[config.mk]
export PLATFORM = sky130hd
export DESIGN_NAME = css_length_token_parser_unit_flat
export DESIGN_NICKNAME = d
export VERILOG_FILES = /design/src/clp_pkg.sv /design/src/clp_if.sv /design/src/clp_input_reg.sv /design/src/clp_scan.sv /design/src/clp_finish.sv /design/src/css_length_token_parser_unit.sv /design/src/flat_wrapper.sv
export SDC_FILE = /design/constraint.sdc
export NUM_CORES = 1
export LEC_CHECK = 0
export ABC_AREA = 1
export BUFFER_PORTS_ARGS = -buffer_cell sky130_fd_sc_hd__buf_2
export CAP_MARGIN = 20
export CORE_ASPECT_RATIO = 2
export CORE_MARGIN = 2
export CORE_UTILIZATION = 50
export CTS_BUF_LIST = sky130_fd_sc_hd__clkbuf_8
export DETAILED_ROUTE_END_ITERATION = 12
export GPL_ROUTABILITY_DRIVEN = 0
export PLACE_DENSITY = 0.69
export SETUP_SLACK_MARGIN = 0.1
export SLEW_MARGIN = 20
export SYNTH_ARGS = -nofsm -noshare
export SYNTH_HDL_FRONTEND = slang
export SYNTH_SLANG_ARGS = --single-unit
[constraint.sdc]
create_clock -name clk_i -period 6.5 [get_ports clk_i]
set_input_delay 1.3 -clock clk_i [delete_from_list [all_inputs] [get_ports clk_i]]
set_output_delay 1.3 -clock clk_i [all_outputs]
set_load 0.1 [all_outputs]
[src/clp_pkg.sv]
// ----------------------------------------------------------------------------
// clp_pkg
// Types, character codes and helpers shared by the CSS length token parser.
// ----------------------------------------------------------------------------
package clp_pkg;

  typedef enum logic [2:0] {
    PH_LEAD = 3'd0,
    PH_INT  = 3'd1,
    PH_FRAC = 3'd2,
    PH_TAIL = 3'd3,
    PH_REM  = 3'd4,
    PH_AUTO = 3'd5,
    PH_BAD  = 3'd6
  } phase_e;

  typedef enum logic [2:0] {
    UNIT_NONE = 3'd0,
    UNIT_PX   = 3'd1,
    UNIT_VW   = 3'd2,
    UNIT_VH   = 3'd3,
    UNIT_EM   = 3'd4,
    UNIT_PCT  = 3'd5
  } unit_e;

  localparam int unsigned IntW   = 22;
  localparam int unsigned FracW  = 10;
  localparam int unsigned ValueW = 31;

  localparam logic [IntW-1:0]   IntCap   = 22'd2147484;
  localparam logic [31:0]       Scale    = 32'd1000;
  localparam logic [ValueW-1:0] ValueMax = 31'h7FFF_FFFF;

  localparam logic [7:0] ChSpace = 8'h20;
  localparam logic [7:0] ChTab   = 8'h09;
  localparam logic [7:0] ChCr    = 8'h0D;
  localparam logic [7:0] ChZero  = 8'h30;
  localparam logic [7:0] ChNine  = 8'h39;
  localparam logic [7:0] ChDot   = 8'h2E;
  localparam logic [7:0] ChPct   = 8'h25;
  localparam logic [7:0] ChUpA   = 8'h41;
  localparam logic [7:0] ChUpZ   = 8'h5A;
  localparam logic [7:0] ChA     = 8'h61;
  localparam logic [7:0] ChE     = 8'h65;
  localparam logic [7:0] ChH     = 8'h68;
  localparam logic [7:0] ChM     = 8'h6D;
  localparam logic [7:0] ChO     = 8'h6F;
  localparam logic [7:0] ChP     = 8'h70;
  localparam logic [7:0] ChT     = 8'h74;
  localparam logic [7:0] ChU     = 8'h75;
  localparam logic [7:0] ChV     = 8'h76;
  localparam logic [7:0] ChW     = 8'h77;
  localparam logic [7:0] ChX     = 8'h78;

  typedef struct packed {
    logic [7:0] char_code;
    logic       is_final;
  } item_t;

  typedef struct packed {
    logic              valid_res;
    logic              is_auto_value;
    logic [IntW-1:0]   int_part;
    logic [FracW-1:0]  frac_part;
    logic [1:0]        frac_digits;
    unit_e             unit;
  } token_t;

  function automatic logic [7:0] to_lower(input logic [7:0] c);
    logic [7:0] r;
    r = c;
    if (c >= ChUpA && c <= ChUpZ) begin
      r = c + 8'd32;
    end
    return r;
  endfunction

  function automatic logic is_space(input logic [7:0] c);
    return (c == ChSpace) || (c >= ChTab && c <= ChCr);
  endfunction

  function automatic logic [7:0] auto_char(input logic [1:0] idx);
    logic [7:0] r;
    unique case (idx)
      2'd0:    r = ChA;
      2'd1:    r = ChU;
      2'd2:    r = ChT;
      default: r = ChO;
    endcase
    return r;
  endfunction

endpackage

[src/clp_if.sv]
// ----------------------------------------------------------------------------
// clp_in_if / clp_out_if
// Valid/ready channels for token characters and parse results.
// ----------------------------------------------------------------------------
interface clp_in_if;
  logic       valid;
  logic       ready;
  logic [7:0] char_code;
  logic       is_final;

  modport source (output valid, output char_code, output is_final, input ready);
  modport sink   (input valid, input char_code, input is_final, output ready);
endinterface

interface clp_out_if;
  logic        valid;
  logic        ready;
  logic        valid_res;
  logic        is_auto_value;
  logic [30:0] value_thousandths;
  logic [2:0]  unit_code;

  modport source (output valid, output valid_res, output is_auto_value,
                  output value_thousandths, output unit_code, input ready);
  modport sink   (input valid, input valid_res, input is_auto_value,
                  input value_thousandths, input unit_code, output ready);
endinterface

[src/clp_input_reg.sv]
// ----------------------------------------------------------------------------
// clp_input_reg
// Input register for token characters.
// ----------------------------------------------------------------------------
module clp_input_reg (
  input  logic           clk_i,
  input  logic           rst_ni,
  clp_in_if.sink         in_i,
  output logic           valid_o,
  output clp_pkg::item_t item_o,
  input  logic           ready_i
);

  logic           valid_q;
  logic           valid_d;
  clp_pkg::item_t item_q;
  logic           take;

  assign in_i.ready = !valid_q || ready_i;
  assign take       = in_i.valid && in_i.ready;

  always_comb begin
    valid_d = valid_q;
    if (take) begin
      valid_d = 1'b1;
    end else if (ready_i) begin
      valid_d = 1'b0;
    end
  end

  always_ff @(posedge clk_i or negedge rst_ni) begin
    if (!rst_ni) begin
      valid_q <= 1'b0;
    end else begin
      valid_q <= valid_d;
    end
  end

  always_ff @(posedge clk_i) begin
    if (take) begin
      item_q.char_code <= in_i.char_code;
      item_q.is_final  <= in_i.is_final;
    end
  end

  assign valid_o = valid_q;
  assign item_o  = item_q;

endmodule

[src/clp_scan.sv]
// ----------------------------------------------------------------------------
// clp_scan
// Per-character token scanner; captures the token summary at the last byte.
// ----------------------------------------------------------------------------
module clp_scan (
  input  logic            clk_i,
  input  logic            rst_ni,
  input  logic            valid_i,
  input  clp_pkg::item_t  item_i,
  output logic            ready_o,
  output logic            tok_valid_o,
  output clp_pkg::token_t tok_o,
  input  logic            tok_ready_i
);

  localparam int unsigned IntW  = clp_pkg::IntW;
  localparam int unsigned FracW = clp_pkg::FracW;

  clp_pkg::phase_e       phase_q, phase_d;
  logic [IntW-1:0]       int_q, int_d;
  logic [FracW-1:0]      frac_q, frac_d;
  logic [1:0]            fdig_q, fdig_d;
  logic                  saw_q, saw_d;
  logic [2:0]            acnt_q, acnt_d;
  logic [1:0][7:0]       uc_q, uc_d;
  logic [1:0]            rlen_q, rlen_d;
  logic [1:0]            pend_q, pend_d;

  logic                  tok_valid_q, tok_valid_d;
  clp_pkg::token_t       tok_q, tok_d;

  logic                  take;
  logic [7:0]            c;
  logic [7:0]            lc;
  logic                  ws;
  logic                  dig;
  logic                  dot;
  logic [3:0]            digit;
  logic [IntW+3:0]       int_next;
  logic [FracW+3:0]      frac_next;
  logic                  do_rem;
  logic [2:0]            rem_end;
  logic [2:0]            rem_len;
  logic                  numeric;
  logic                  auto_ok;
  logic [7:0]            ua;
  logic [7:0]            ub;

  assign c     = item_i.char_code;
  assign lc    = clp_pkg::to_lower(c);
  assign ws    = clp_pkg::is_space(c);
  assign dig   = (c >= clp_pkg::ChZero) && (c <= clp_pkg::ChNine);
  assign dot   = (c == clp_pkg::ChDot);
  assign digit = 4'(c - clp_pkg::ChZero);

  assign int_next  = ({4'b0, int_q} << 3) + ({4'b0, int_q} << 1) + (IntW+4)'(digit);
  assign frac_next = ({4'b0, frac_q} << 3) + ({4'b0, frac_q} << 1) + (FracW+4)'(digit);
  assign rem_end   = {1'b0, rlen_q} + {1'b0, pend_q};
  assign rem_len   = rem_end + 3'd1;

  always_comb begin
    phase_d = phase_q;
    int_d   = int_q;
    frac_d  = frac_q;
    fdig_d  = fdig_q;
    saw_d   = saw_q;
    acnt_d  = acnt_q;
    uc_d    = uc_q;
    rlen_d  = rlen_q;
    pend_d  = pend_q;
    do_rem  = 1'b0;

    unique case (phase_q)
      clp_pkg::PH_LEAD: begin
        if (!ws) begin
          if (dig) begin
            int_d   = (int_next > (IntW+4)'(clp_pkg::IntCap)) ? clp_pkg::IntCap
                                                             : int_next[IntW-1:0];
            saw_d   = 1'b1;
            phase_d = clp_pkg::PH_INT;
          end else if (dot) begin
            phase_d = clp_pkg::PH_FRAC;
          end else if (lc == clp_pkg::auto_char(2'd0)) begin
            acnt_d  = 3'd1;
            phase_d = clp_pkg::PH_AUTO;
          end else begin
            phase_d = clp_pkg::PH_BAD;
          end
        end
      end
      clp_pkg::PH_INT: begin
        if (dig) begin
          int_d = (int_next > (IntW+4)'(clp_pkg::IntCap)) ? clp_pkg::IntCap
                                                         : int_next[IntW-1:0];
          saw_d = 1'b1;
        end else if (dot) begin
          phase_d = clp_pkg::PH_FRAC;
        end else begin
          do_rem = 1'b1;
        end
      end
      clp_pkg::PH_FRAC: begin
        if (dig) begin
          if (fdig_q != 2'd3) begin
            frac_d = frac_next[FracW-1:0];
            fdig_d = fdig_q + 2'd1;
            saw_d  = 1'b1;
          end else begin
            phase_d = clp_pkg::PH_TAIL;
          end
        end else if (dot) begin
          phase_d = clp_pkg::PH_TAIL;
        end else begin
          do_rem = 1'b1;
        end
      end
      clp_pkg::PH_TAIL: begin
        if (!dig && !dot) begin
          do_rem = 1'b1;
        end
      end
      clp_pkg::PH_REM: begin
        do_rem = 1'b1;
      end
      clp_pkg::PH_AUTO: begin
        if (ws) begin
          if (pend_q != 2'd3) begin
            pend_d = pend_q + 2'd1;
          end
        end else if (pend_q != 2'd0 || acnt_q[2] ||
                     lc != clp_pkg::auto_char(acnt_q[1:0])) begin
          phase_d = clp_pkg::PH_BAD;
        end else begin
          acnt_d = acnt_q + 3'd1;
        end
      end
      default: begin
      end
    endcase

    if (do_rem) begin
      phase_d = clp_pkg::PH_REM;
      if (ws) begin
        if (pend_q != 2'd3) begin
          pend_d = pend_q + 2'd1;
        end
      end else begin
        for (int i = 0; i < 2; i++) begin
          if (3'(i) >= {1'b0, rlen_q} && 3'(i) <= rem_end) begin
            uc_d[i] = (3'(i) == rem_end) ? c : clp_pkg::ChSpace;
          end
        end
        rlen_d = (rem_len > 3'd3) ? 2'd3 : rem_len[1:0];
        pend_d = 2'd0;
      end
    end
  end

  // Summarize the token from the post-step state
  assign ua      = clp_pkg::to_lower(uc_d[0]);
  assign ub      = clp_pkg::to_lower(uc_d[1]);
  assign auto_ok = (phase_d == clp_pkg::PH_AUTO) && (acnt_d == 3'd4);
  assign numeric = saw_d && (phase_d == clp_pkg::PH_INT || phase_d == clp_pkg::PH_FRAC ||
                             phase_d == clp_pkg::PH_TAIL || phase_d == clp_pkg::PH_REM);

  always_comb begin
    tok_d.valid_res     = auto_ok || numeric;
    tok_d.is_auto_value = auto_ok;
    tok_d.int_part      = numeric ? int_d : '0;
    tok_d.frac_part     = numeric ? frac_d : '0;
    tok_d.frac_digits   = numeric ? fdig_d : 2'd0;
    tok_d.unit          = clp_pkg::UNIT_NONE;
    if (numeric && phase_d == clp_pkg::PH_REM) begin
      if (rlen_d == 2'd1 && uc_d[0] == clp_pkg::ChPct) begin
        tok_d.unit = clp_pkg::UNIT_PCT;
      end else if (rlen_d == 2'd2) begin
        if (ua == clp_pkg::ChP && ub == clp_pkg::ChX) begin
          tok_d.unit = clp_pkg::UNIT_PX;
        end else if (ua == clp_pkg::ChV && ub == clp_pkg::ChW) begin
          tok_d.unit = clp_pkg::UNIT_VW;
        end else if (ua == clp_pkg::ChV && ub == clp_pkg::ChH) begin
          tok_d.unit = clp_pkg::UNIT_VH;
        end else if (ua == clp_pkg::ChE && ub == clp_pkg::ChM) begin
          tok_d.unit = clp_pkg::UNIT_EM;
        end
      end
    end
  end

  assign ready_o = !item_i.is_final || !tok_valid_q || tok_ready_i;
  assign take    = valid_i && ready_o;

  always_comb begin
    tok_valid_d = tok_valid_q;
    if (take && item_i.is_final) begin
      tok_valid_d = 1'b1;
    end else if (tok_ready_i) begin
      tok_valid_d = 1'b0;
    end
  end

  always_ff @(posedge clk_i or negedge rst_ni) begin
    if (!rst_ni) begin
      phase_q     <= clp_pkg::PH_LEAD;
      int_q       <= '0;
      frac_q      <= '0;
      fdig_q      <= 2'd0;
      saw_q       <= 1'b0;
      acnt_q      <= 3'd0;
      uc_q        <= '0;
      rlen_q      <= 2'd0;
      pend_q      <= 2'd0;
      tok_valid_q <= 1'b0;
    end else begin
      tok_valid_q <= tok_valid_d;
      if (take) begin
        if (item_i.is_final) begin
          phase_q <= clp_pkg::PH_LEAD;
          int_q   <= '0;
          frac_q  <= '0;
          fdig_q  <= 2'd0;
          saw_q   <= 1'b0;
          acnt_q  <= 3'd0;
          uc_q    <= '0;
          rlen_q  <= 2'd0;
          pend_q  <= 2'd0;
        end else begin
          phase_q <= phase_d;
          int_q   <= int_d;
          frac_q  <= frac_d;
          fdig_q  <= fdig_d;
          saw_q   <= saw_d;
          acnt_q  <= acnt_d;
          uc_q    <= uc_d;
          rlen_q  <= rlen_d;
          pend_q  <= pend_d;
        end
      end
    end
  end

  always_ff @(posedge clk_i) begin
    if (take && item_i.is_final) begin
      tok_q <= tok_d;
    end
  end

  assign tok_valid_o = tok_valid_q;
  assign tok_o       = tok_q;

endmodule

[src/clp_finish.sv]
// ----------------------------------------------------------------------------
// clp_finish
// Scales the token number to thousandths, saturates, and registers the result.
// ----------------------------------------------------------------------------
module clp_finish (
  input  logic            clk_i,
  input  logic            rst_ni,
  input  logic            tok_valid_i,
  input  clp_pkg::token_t tok_i,
  output logic            tok_ready_o,
  clp_out_if.source       out_o
);

  localparam int unsigned FracW  = clp_pkg::FracW;
  localparam int unsigned ValueW = clp_pkg::ValueW;

  logic              valid_q, valid_d;
  logic              res_valid_q;
  logic              res_auto_q;
  logic [ValueW-1:0] res_value_q;
  logic [2:0]        res_unit_q;
  logic [FracW-1:0]  frac_sc;
  logic [31:0]       sum;
  logic [ValueW-1:0] value;
  logic              load;

  always_comb begin
    case (tok_i.frac_digits)
      2'd0:    frac_sc = '0;
      2'd1:    frac_sc = FracW'(tok_i.frac_part * 7'd100);
      2'd2:    frac_sc = FracW'(tok_i.frac_part * 4'd10);
      default: frac_sc = tok_i.frac_part;
    endcase
  end

  assign sum   = 32'(tok_i.int_part) * clp_pkg::Scale + 32'(frac_sc);
  assign value = sum[31] ? clp_pkg::ValueMax : sum[ValueW-1:0];

  assign tok_ready_o = !valid_q || out_o.ready;
  assign load        = tok_valid_i && tok_ready_o;

  always_comb begin
    valid_d = valid_q;
    if (load) begin
      valid_d = 1'b1;
    end else if (out_o.ready) begin
      valid_d = 1'b0;
    end
  end

  always_ff @(posedge clk_i or negedge rst_ni) begin
    if (!rst_ni) begin
      valid_q <= 1'b0;
    end else begin
      valid_q <= valid_d;
    end
  end

  always_ff @(posedge clk_i) begin
    if (load) begin
      res_valid_q <= tok_i.valid_res;
      res_auto_q  <= tok_i.is_auto_value;
      res_value_q <= value;
      res_unit_q  <= tok_i.unit;
    end
  end

  assign out_o.valid             = valid_q;
  assign out_o.valid_res         = res_valid_q;
  assign out_o.is_auto_value     = res_auto_q;
  assign out_o.value_thousandths = res_value_q;
  assign out_o.unit_code         = res_unit_q;

endmodule

[src/css_length_token_parser_unit.sv]
// ----------------------------------------------------------------------------
// css_length_token_parser_unit
// Parses a CSS length token, one character per transaction, into a value in
// thousandths, a unit code and an auto flag.
// ----------------------------------------------------------------------------
// The block takes one character every clock cycle while the result channel
// does not stall, with no gaps between tokens, including back to back tokens.
// The character sits in the input register from the accepting edge. The
// character scanner folds each character into the token state and captures
// the token summary in its token register when it takes the last character.
// The finishing stage multiplies by 1000 with saturation and loads the result
// register. The scanner's one-character-per-cycle state update sets the
// sustained rate.
module css_length_token_parser_unit (
  input  logic      clk_i,
  input  logic      rst_ni,
  clp_in_if.sink    in_i,
  clp_out_if.source out_o
);

  logic            s1_valid;
  clp_pkg::item_t  s1_item;
  logic            s1_ready;
  logic            tok_valid;
  clp_pkg::token_t tok;
  logic            tok_ready;

  clp_input_reg u_input_reg (
    .clk_i   (clk_i),
    .rst_ni  (rst_ni),
    .in_i    (in_i),
    .valid_o (s1_valid),
    .item_o  (s1_item),
    .ready_i (s1_ready)
  );

  clp_scan u_scan (
    .clk_i       (clk_i),
    .rst_ni      (rst_ni),
    .valid_i     (s1_valid),
    .item_i      (s1_item),
    .ready_o     (s1_ready),
    .tok_valid_o (tok_valid),
    .tok_o       (tok),
    .tok_ready_i (tok_ready)
  );

  clp_finish u_finish (
    .clk_i       (clk_i),
    .rst_ni      (rst_ni),
    .tok_valid_i (tok_valid),
    .tok_i       (tok),
    .tok_ready_o (tok_ready),
    .out_o       (out_o)
  );

endmodule

[src/flat_wrapper.sv]
// flat-port wrapper written by rule: the top's interface ports become plain ports
module css_length_token_parser_unit_flat 
  (clk_i, rst_ni, in_i_valid, in_i_char_code, in_i_is_final, in_i_ready, out_o_valid, out_o_valid_res, out_o_is_auto_value, out_o_value_thousandths, out_o_unit_code, out_o_ready);
  clp_in_if in_i_i ();
  clp_out_if out_o_i ();
  input  logic clk_i;
  input  logic rst_ni;
  input wire logic [$bits(in_i_i.valid)-1:0] in_i_valid;
  input wire logic [$bits(in_i_i.char_code)-1:0] in_i_char_code;
  input wire logic [$bits(in_i_i.is_final)-1:0] in_i_is_final;
  output wire logic [$bits(in_i_i.ready)-1:0] in_i_ready;
  output wire logic [$bits(out_o_i.valid)-1:0] out_o_valid;
  output wire logic [$bits(out_o_i.valid_res)-1:0] out_o_valid_res;
  output wire logic [$bits(out_o_i.is_auto_value)-1:0] out_o_is_auto_value;
  output wire logic [$bits(out_o_i.value_thousandths)-1:0] out_o_value_thousandths;
  output wire logic [$bits(out_o_i.unit_code)-1:0] out_o_unit_code;
  input wire logic [$bits(out_o_i.ready)-1:0] out_o_ready;
  assign in_i_i.valid = in_i_valid;
  assign in_i_i.char_code = in_i_char_code;
  assign in_i_i.is_final = in_i_is_final;
  assign in_i_ready = in_i_i.ready;
  assign out_o_valid = out_o_i.valid;
  assign out_o_valid_res = out_o_i.valid_res;
  assign out_o_is_auto_value = out_o_i.is_auto_value;
  assign out_o_value_thousandths = out_o_i.value_thousandths;
  assign out_o_unit_code = out_o_i.unit_code;
  assign out_o_i.ready = out_o_ready;
  css_length_token_parser_unit u_core (.clk_i(clk_i), .rst_ni(rst_ni), .in_i(in_i_i), .out_o(out_o_i));
endmodule
==> parameters.txt <==
Parameter                              Value

Power and ir drop
  Sequential power share    22.8%
  Int Power    2.62 mW
  Switch share    52.0%
  Total power consumption of the routed design    5.45 mW
  Share of power burned in the clock network    14.3%
  Leak pwr    8.11 nW
  P_sw    2.83 mW
  Comb pwr share    62.9%
  P per Cell Area    332 nW/um^2
  Max IR drop VDD    258 uV

Yosys
  Flop and latch count out of synthesis    148
  Leading area contributor after synthesis    sky130_fd_sc_hd__edfxtp_1
  Dominant register cell in the synthesized netlist    sky130_fd_sc_hd__edfxtp_1
  Number of synthesized flops with an enable pin    84
  Share of synthesized area occupied by flip-flops and latches    26.7%
  Post-Syn Area per Cell    7.87 sq um
  Area contributors post-synth    sky130_fd_sc_hd__edfxtp_1 16%, sky130_fd_sc_hd__ha_1 13%, sky130_fd_sc_hd__nand2_1 11%, sky130_fd_sc_hd__fa_1 11%, sky130_fd_sc_hd__dfrtp_1 10%
  Netlist area before placement    15400 sq um
  Netlist cell types    66
  Post-synth ARST share    43.2%
  Share of the synthesized area in the top cell type    16.4%
  Synth Warn #    0
  Nets in the synthesized netlist    2221
  Mapped Cells    1960
  Commonest cells post-synth    470 x sky130_fd_sc_hd__nand2_1, 292 x sky130_fd_sc_hd__inv_1, 165 x sky130_fd_sc_hd__nor2_1
  Most used standard cell by instance count after synthesis    sky130_fd_sc_hd__nand2_1

Routing
  Total vias in the final route    12600
  Number of routed nets with antenna violations    0
  DRT iter0 DRCs    714
  Routed wire length    32700 um
  DR vias/cell    5.27
  First-pass iteration count of the detailed router    5
  Routed length per placed instance    13.7 um
  Count of unresolved DRC violations after routing    0

Worst setup path
  Maximum fanout count along the critical path    22
  Crit end category    register
  Data arrival time of the worst path    5.72 ns
  Type of origin of the critical path    register
  Type of the setup path with the least slack    register to register
  WP data required    6.73 ns

Clocking
  CTS Root Cell    sky130_fd_sc_hd__clkbuf_8
  Clock sink total    148
  Total CTS buffers    17
  Quantity of hold-fixing buffers added after cts    0
  Insertion delay to the later sink of the worst-skew pair    0.50 ns
  Bufs on Longest Clock Path    2
  Count of H-tree levels built during CTS    4
  Clock-pin slew reported for the worst setup and hold paths after clock tree synthesis    0.09 ns
  Clock tree from TritonCTS    yes
  Number of gates resized after CTS    0
  Post-CTS setup buffer count    0

STA
  Minimum clock period after layout    5.49 ns
  Worst setup skew after layout    0.0187 ns
  Final-report hold violation count    0
  Number of max-slew violations in the final report    0
  Smallest hold slack    0.429 ns
  Post-route fraction of the period consumed by the critical path    84.4%
  Unrepaired setup endpoints after global routing    false
  Worst-margin pin slew    1.05 ns
  Final setup violation count    0
  Maximum clock rate    182 MHz
  Final critical-path setup slack    1.01 ns
  Sum of negative setup slack    0 ns
  Max-slew headroom at the worst pin    29.9%

Status
  Status    finished clean

Placed design
  Total of buffers placed on input and output ports    50
  Half-perimeter wire length after detailed placement    26000 um
  Setup WS pre-CTS    1.01 ns

Die
  Cell row count    91
  Core outline area    30600 sq um
  Vertical die dimension    252 um
  Die width    128 um
  Die area    32400 sq um
  Starting density of the core    50.4%
  I/O Pins    51

Flow run
  Maxcap violations    0

Hold path
  Class of the tightest hold or removal check    register to register

Cells and area
  Area used by sequential logic in the layout    4120 sq um
  Layout Area Growth over Synthesis    6.38%
  Area taken by multi-input logic gates    9930 sq um
  Fill cell total of the finished layout    2880
  Number of nets in the finished design    2262
  ANT cells    0
  Fraction of final layout cells with drive strength greater than 1    10.7%

Global route
  Overall routing resource usage    20.8%
  Overall overflow remaining after global route    0
  Vias in the first global route    11900
  Global-route wire length before repair    55100 um
  Number of antenna violations at the first check in global routing    0
  Maximum number of pins on one net before global-route repair    65
[routing by layer]
| metal | routed length (um) | track usage (%) | part of all wire [%] |
|---|---|---|---|
| met5 | 0 | 0 | 0 |
| met4 | 531 | 5.46 | 1.6 |
| met3 | 1090 | 2.98 | 3.3 |
| met2 | 16500 | 36.2 | 51 |
| met1 | 14500 | 27.0 | 44 |
[critical path, cell delays in order (launching register included)]
cell,delay [ns]
sky130_fd_sc_hd__edfxtp_1,0.50
sky130_fd_sc_hd__fa_1,0.61
sky130_fd_sc_hd__inv_1,0.07
sky130_fd_sc_hd__fa_1,0.53
sky130_fd_sc_hd__fa_1,0.45
sky130_fd_sc_hd__fa_1,0.52
sky130_fd_sc_hd__inv_1,0.04
sky130_fd_sc_hd__ha_1,0.35
sky130_fd_sc_hd__nand2_1,0.13
sky130_fd_sc_hd__nand3_2,0.10
sky130_fd_sc_hd__nand2_1,0.11
sky130_fd_sc_hd__nand2_2,0.08
sky130_fd_sc_hd__nand2_2,0.08
sky130_fd_sc_hd__nand2_2,0.06
sky130_fd_sc_hd__a21oi_4,0.21
sky130_fd_sc_hd__o21bai_4,0.10
sky130_fd_sc_hd__nand2_1,0.08
sky130_fd_sc_hd__nand2_1,0.05
sky130_fd_sc_hd__nand2_1,0.07
sky130_fd_sc_hd__nand2_2,0.07
sky130_fd_sc_hd__nor2_1,0.15
sky130_fd_sc_hd__nand2_1,0.11
sky130_fd_sc_hd__nor2_4,0.13
sky130_fd_sc_hd__nand3_2,0.10
sky130_fd_sc_hd__nand2_4,0.15
sky130_fd_sc_hd__nand2_4,0.08
sky130_fd_sc_hd__inv_6,0.20
sky130_fd_sc_hd__nand2_1,0.09
[area by class of cell]
cell class,count,area share (%)
sequential,148,25.1
tap,372,2.84
multi-input combinational,1467,60.5
inverter,310,7.14
timing repair buffer,57,1.84
clock inverter,15,1.11
clock buffer,17,1.43
[kinds of logic (layout without fill, tap and decap cells)]
group,count (synthesis),in the layout,synth area share (%)
AO/OA/AOI/OAI,280,280,10.5
multiplexers,1,1,0.0730
buffers and inverters,345,399,8.98
XOR/XNOR,70,70,4.17
flip-flops,148,148,26.7
adder cells (fa/ha/maj),248,248,24.3
AND/OR/NAND/NOR,868,868,25.2
[final timing paths]
check | startpoint | end | slack [ns] | cells past startpoint
min reg2reg | u_core.u_scan.tok_o[37] | u_core.u_finish.out_o.is_auto_value | 0.43 | 0
min | u_core.u_scan.tok_o[37] | u_core.u_finish.out_o.is_auto_value | 0.43 | 0
min in group asynchronous | rst_ni | u_core.u_scan.uc_q[15] | 0.99 | 2
max | u_core.u_scan.tok_o[15] | u_core.u_finish.out_o.value_thousandths[13] | 1.01 | 27
max in group asynchronous | rst_ni | u_core.u_scan.int_q[12] | 4.86 | 2
max reg2reg | u_core.u_scan.tok_o[15] | u_core.u_finish.out_o.value_thousandths[13] | 1.01 | 27
[flip-flops by register name (all words and copies together), names as in the netlist]
signal,flops
u_core.u_finish.out_o.value_thousandths,31
u_core.u_scan.tok_valid_o,1
u_core.u_scan.frac_q,10
u_core.u_input_reg.valid_o,1
u_core.u_scan.int_q,22
u_core.u_scan.rlen_q,2
u_core.u_input_reg.item_o,9
u_core.u_scan.phase_q,3
u_core.u_scan.saw_q,1
u_core.u_scan.tok_o,39
u_core.u_finish.out_o.valid_res,1
u_core.u_finish.out_o.is_auto_value,1
u_core.u_scan.fdig_q,2
u_core.u_scan.acnt_q,3
u_core.u_scan.uc_q,16
u_core.u_scan.pend_q,2
u_core.u_finish.out_o.unit_code,3
u_core.u_finish.out_o.valid,1
[power groups by stage]
stage / clock [mW] / combinational, mW / sequential [mW]
floorplan: 0 / 2.46 / 1.68
global route: 0.826 / 3.84 / 1.26
detailed placement: 0 / 3.43 / 1.26
global placement: 0 / 3.39 / 1.26
CTS: 0.791 / 3.44 / 1.24
finish: 0.781 / 3.43 / 1.24
[per-stage QoR]
step                      cells  utilization [%]  area (sq um)
after floorplan            1960                -         15400
after global placement     2354             52.2         16000
after detailed placement   2354             52.2         16000
after CTS                  2386             53.6         16400
after global routing       2386             53.6         16400
final                      2386             53.6         16400
[placed cells by master, fill, tap and decap left out, types with 5 or more instances in the layout]
| master | n |
|---|---|
| sky130_fd_sc_hd__nand2_4 | 9 |
| sky130_fd_sc_hd__xnor2_1 | 35 |
| sky130_fd_sc_hd__nor2_2 | 7 |
| sky130_fd_sc_hd__nand3_1 | 85 |
| sky130_fd_sc_hd__nand3b_1 | 10 |
| sky130_fd_sc_hd__nor3_1 | 15 |
| sky130_fd_sc_hd__nand3_2 | 9 |
| sky130_fd_sc_hd__nand2_2 | 49 |
| sky130_fd_sc_hd__o21ai_1 | 6 |
| sky130_fd_sc_hd__inv_2 | 14 |
| sky130_fd_sc_hd__dfrtp_1 | 64 |
| sky130_fd_sc_hd__o22ai_1 | 21 |
| sky130_fd_sc_hd__nand2_1 | 470 |
| sky130_fd_sc_hd__buf_4 | 7 |
| sky130_fd_sc_hd__inv_8 | 5 |
| sky130_fd_sc_hd__a21oi_1 | 99 |
| sky130_fd_sc_hd__nor4_1 | 5 |
| sky130_fd_sc_hd__o211ai_1 | 6 |
| sky130_fd_sc_hd__inv_6 | 7 |
| sky130_fd_sc_hd__o21ai_2 | 6 |
| sky130_fd_sc_hd__a31oi_1 | 6 |
| sky130_fd_sc_hd__ha_1 | 161 |
| sky130_fd_sc_hd__buf_2 | 50 |
| sky130_fd_sc_hd__nand4_1 | 25 |
| sky130_fd_sc_hd__nor2_4 | 11 |
| sky130_fd_sc_hd__edfxtp_1 | 84 |
| sky130_fd_sc_hd__xor2_1 | 31 |
| sky130_fd_sc_hd__o21bai_1 | 9 |
| sky130_fd_sc_hd__fa_1 | 87 |
| sky130_fd_sc_hd__a21o_1 | 7 |
| sky130_fd_sc_hd__inv_1 | 291 |
| sky130_fd_sc_hd__nor2_1 | 163 |
| sky130_fd_sc_hd__o21ai_0 | 93 |
| sky130_fd_sc_hd__clkbuf_8 | 17 |
Power figures use the tool's default switching activity.
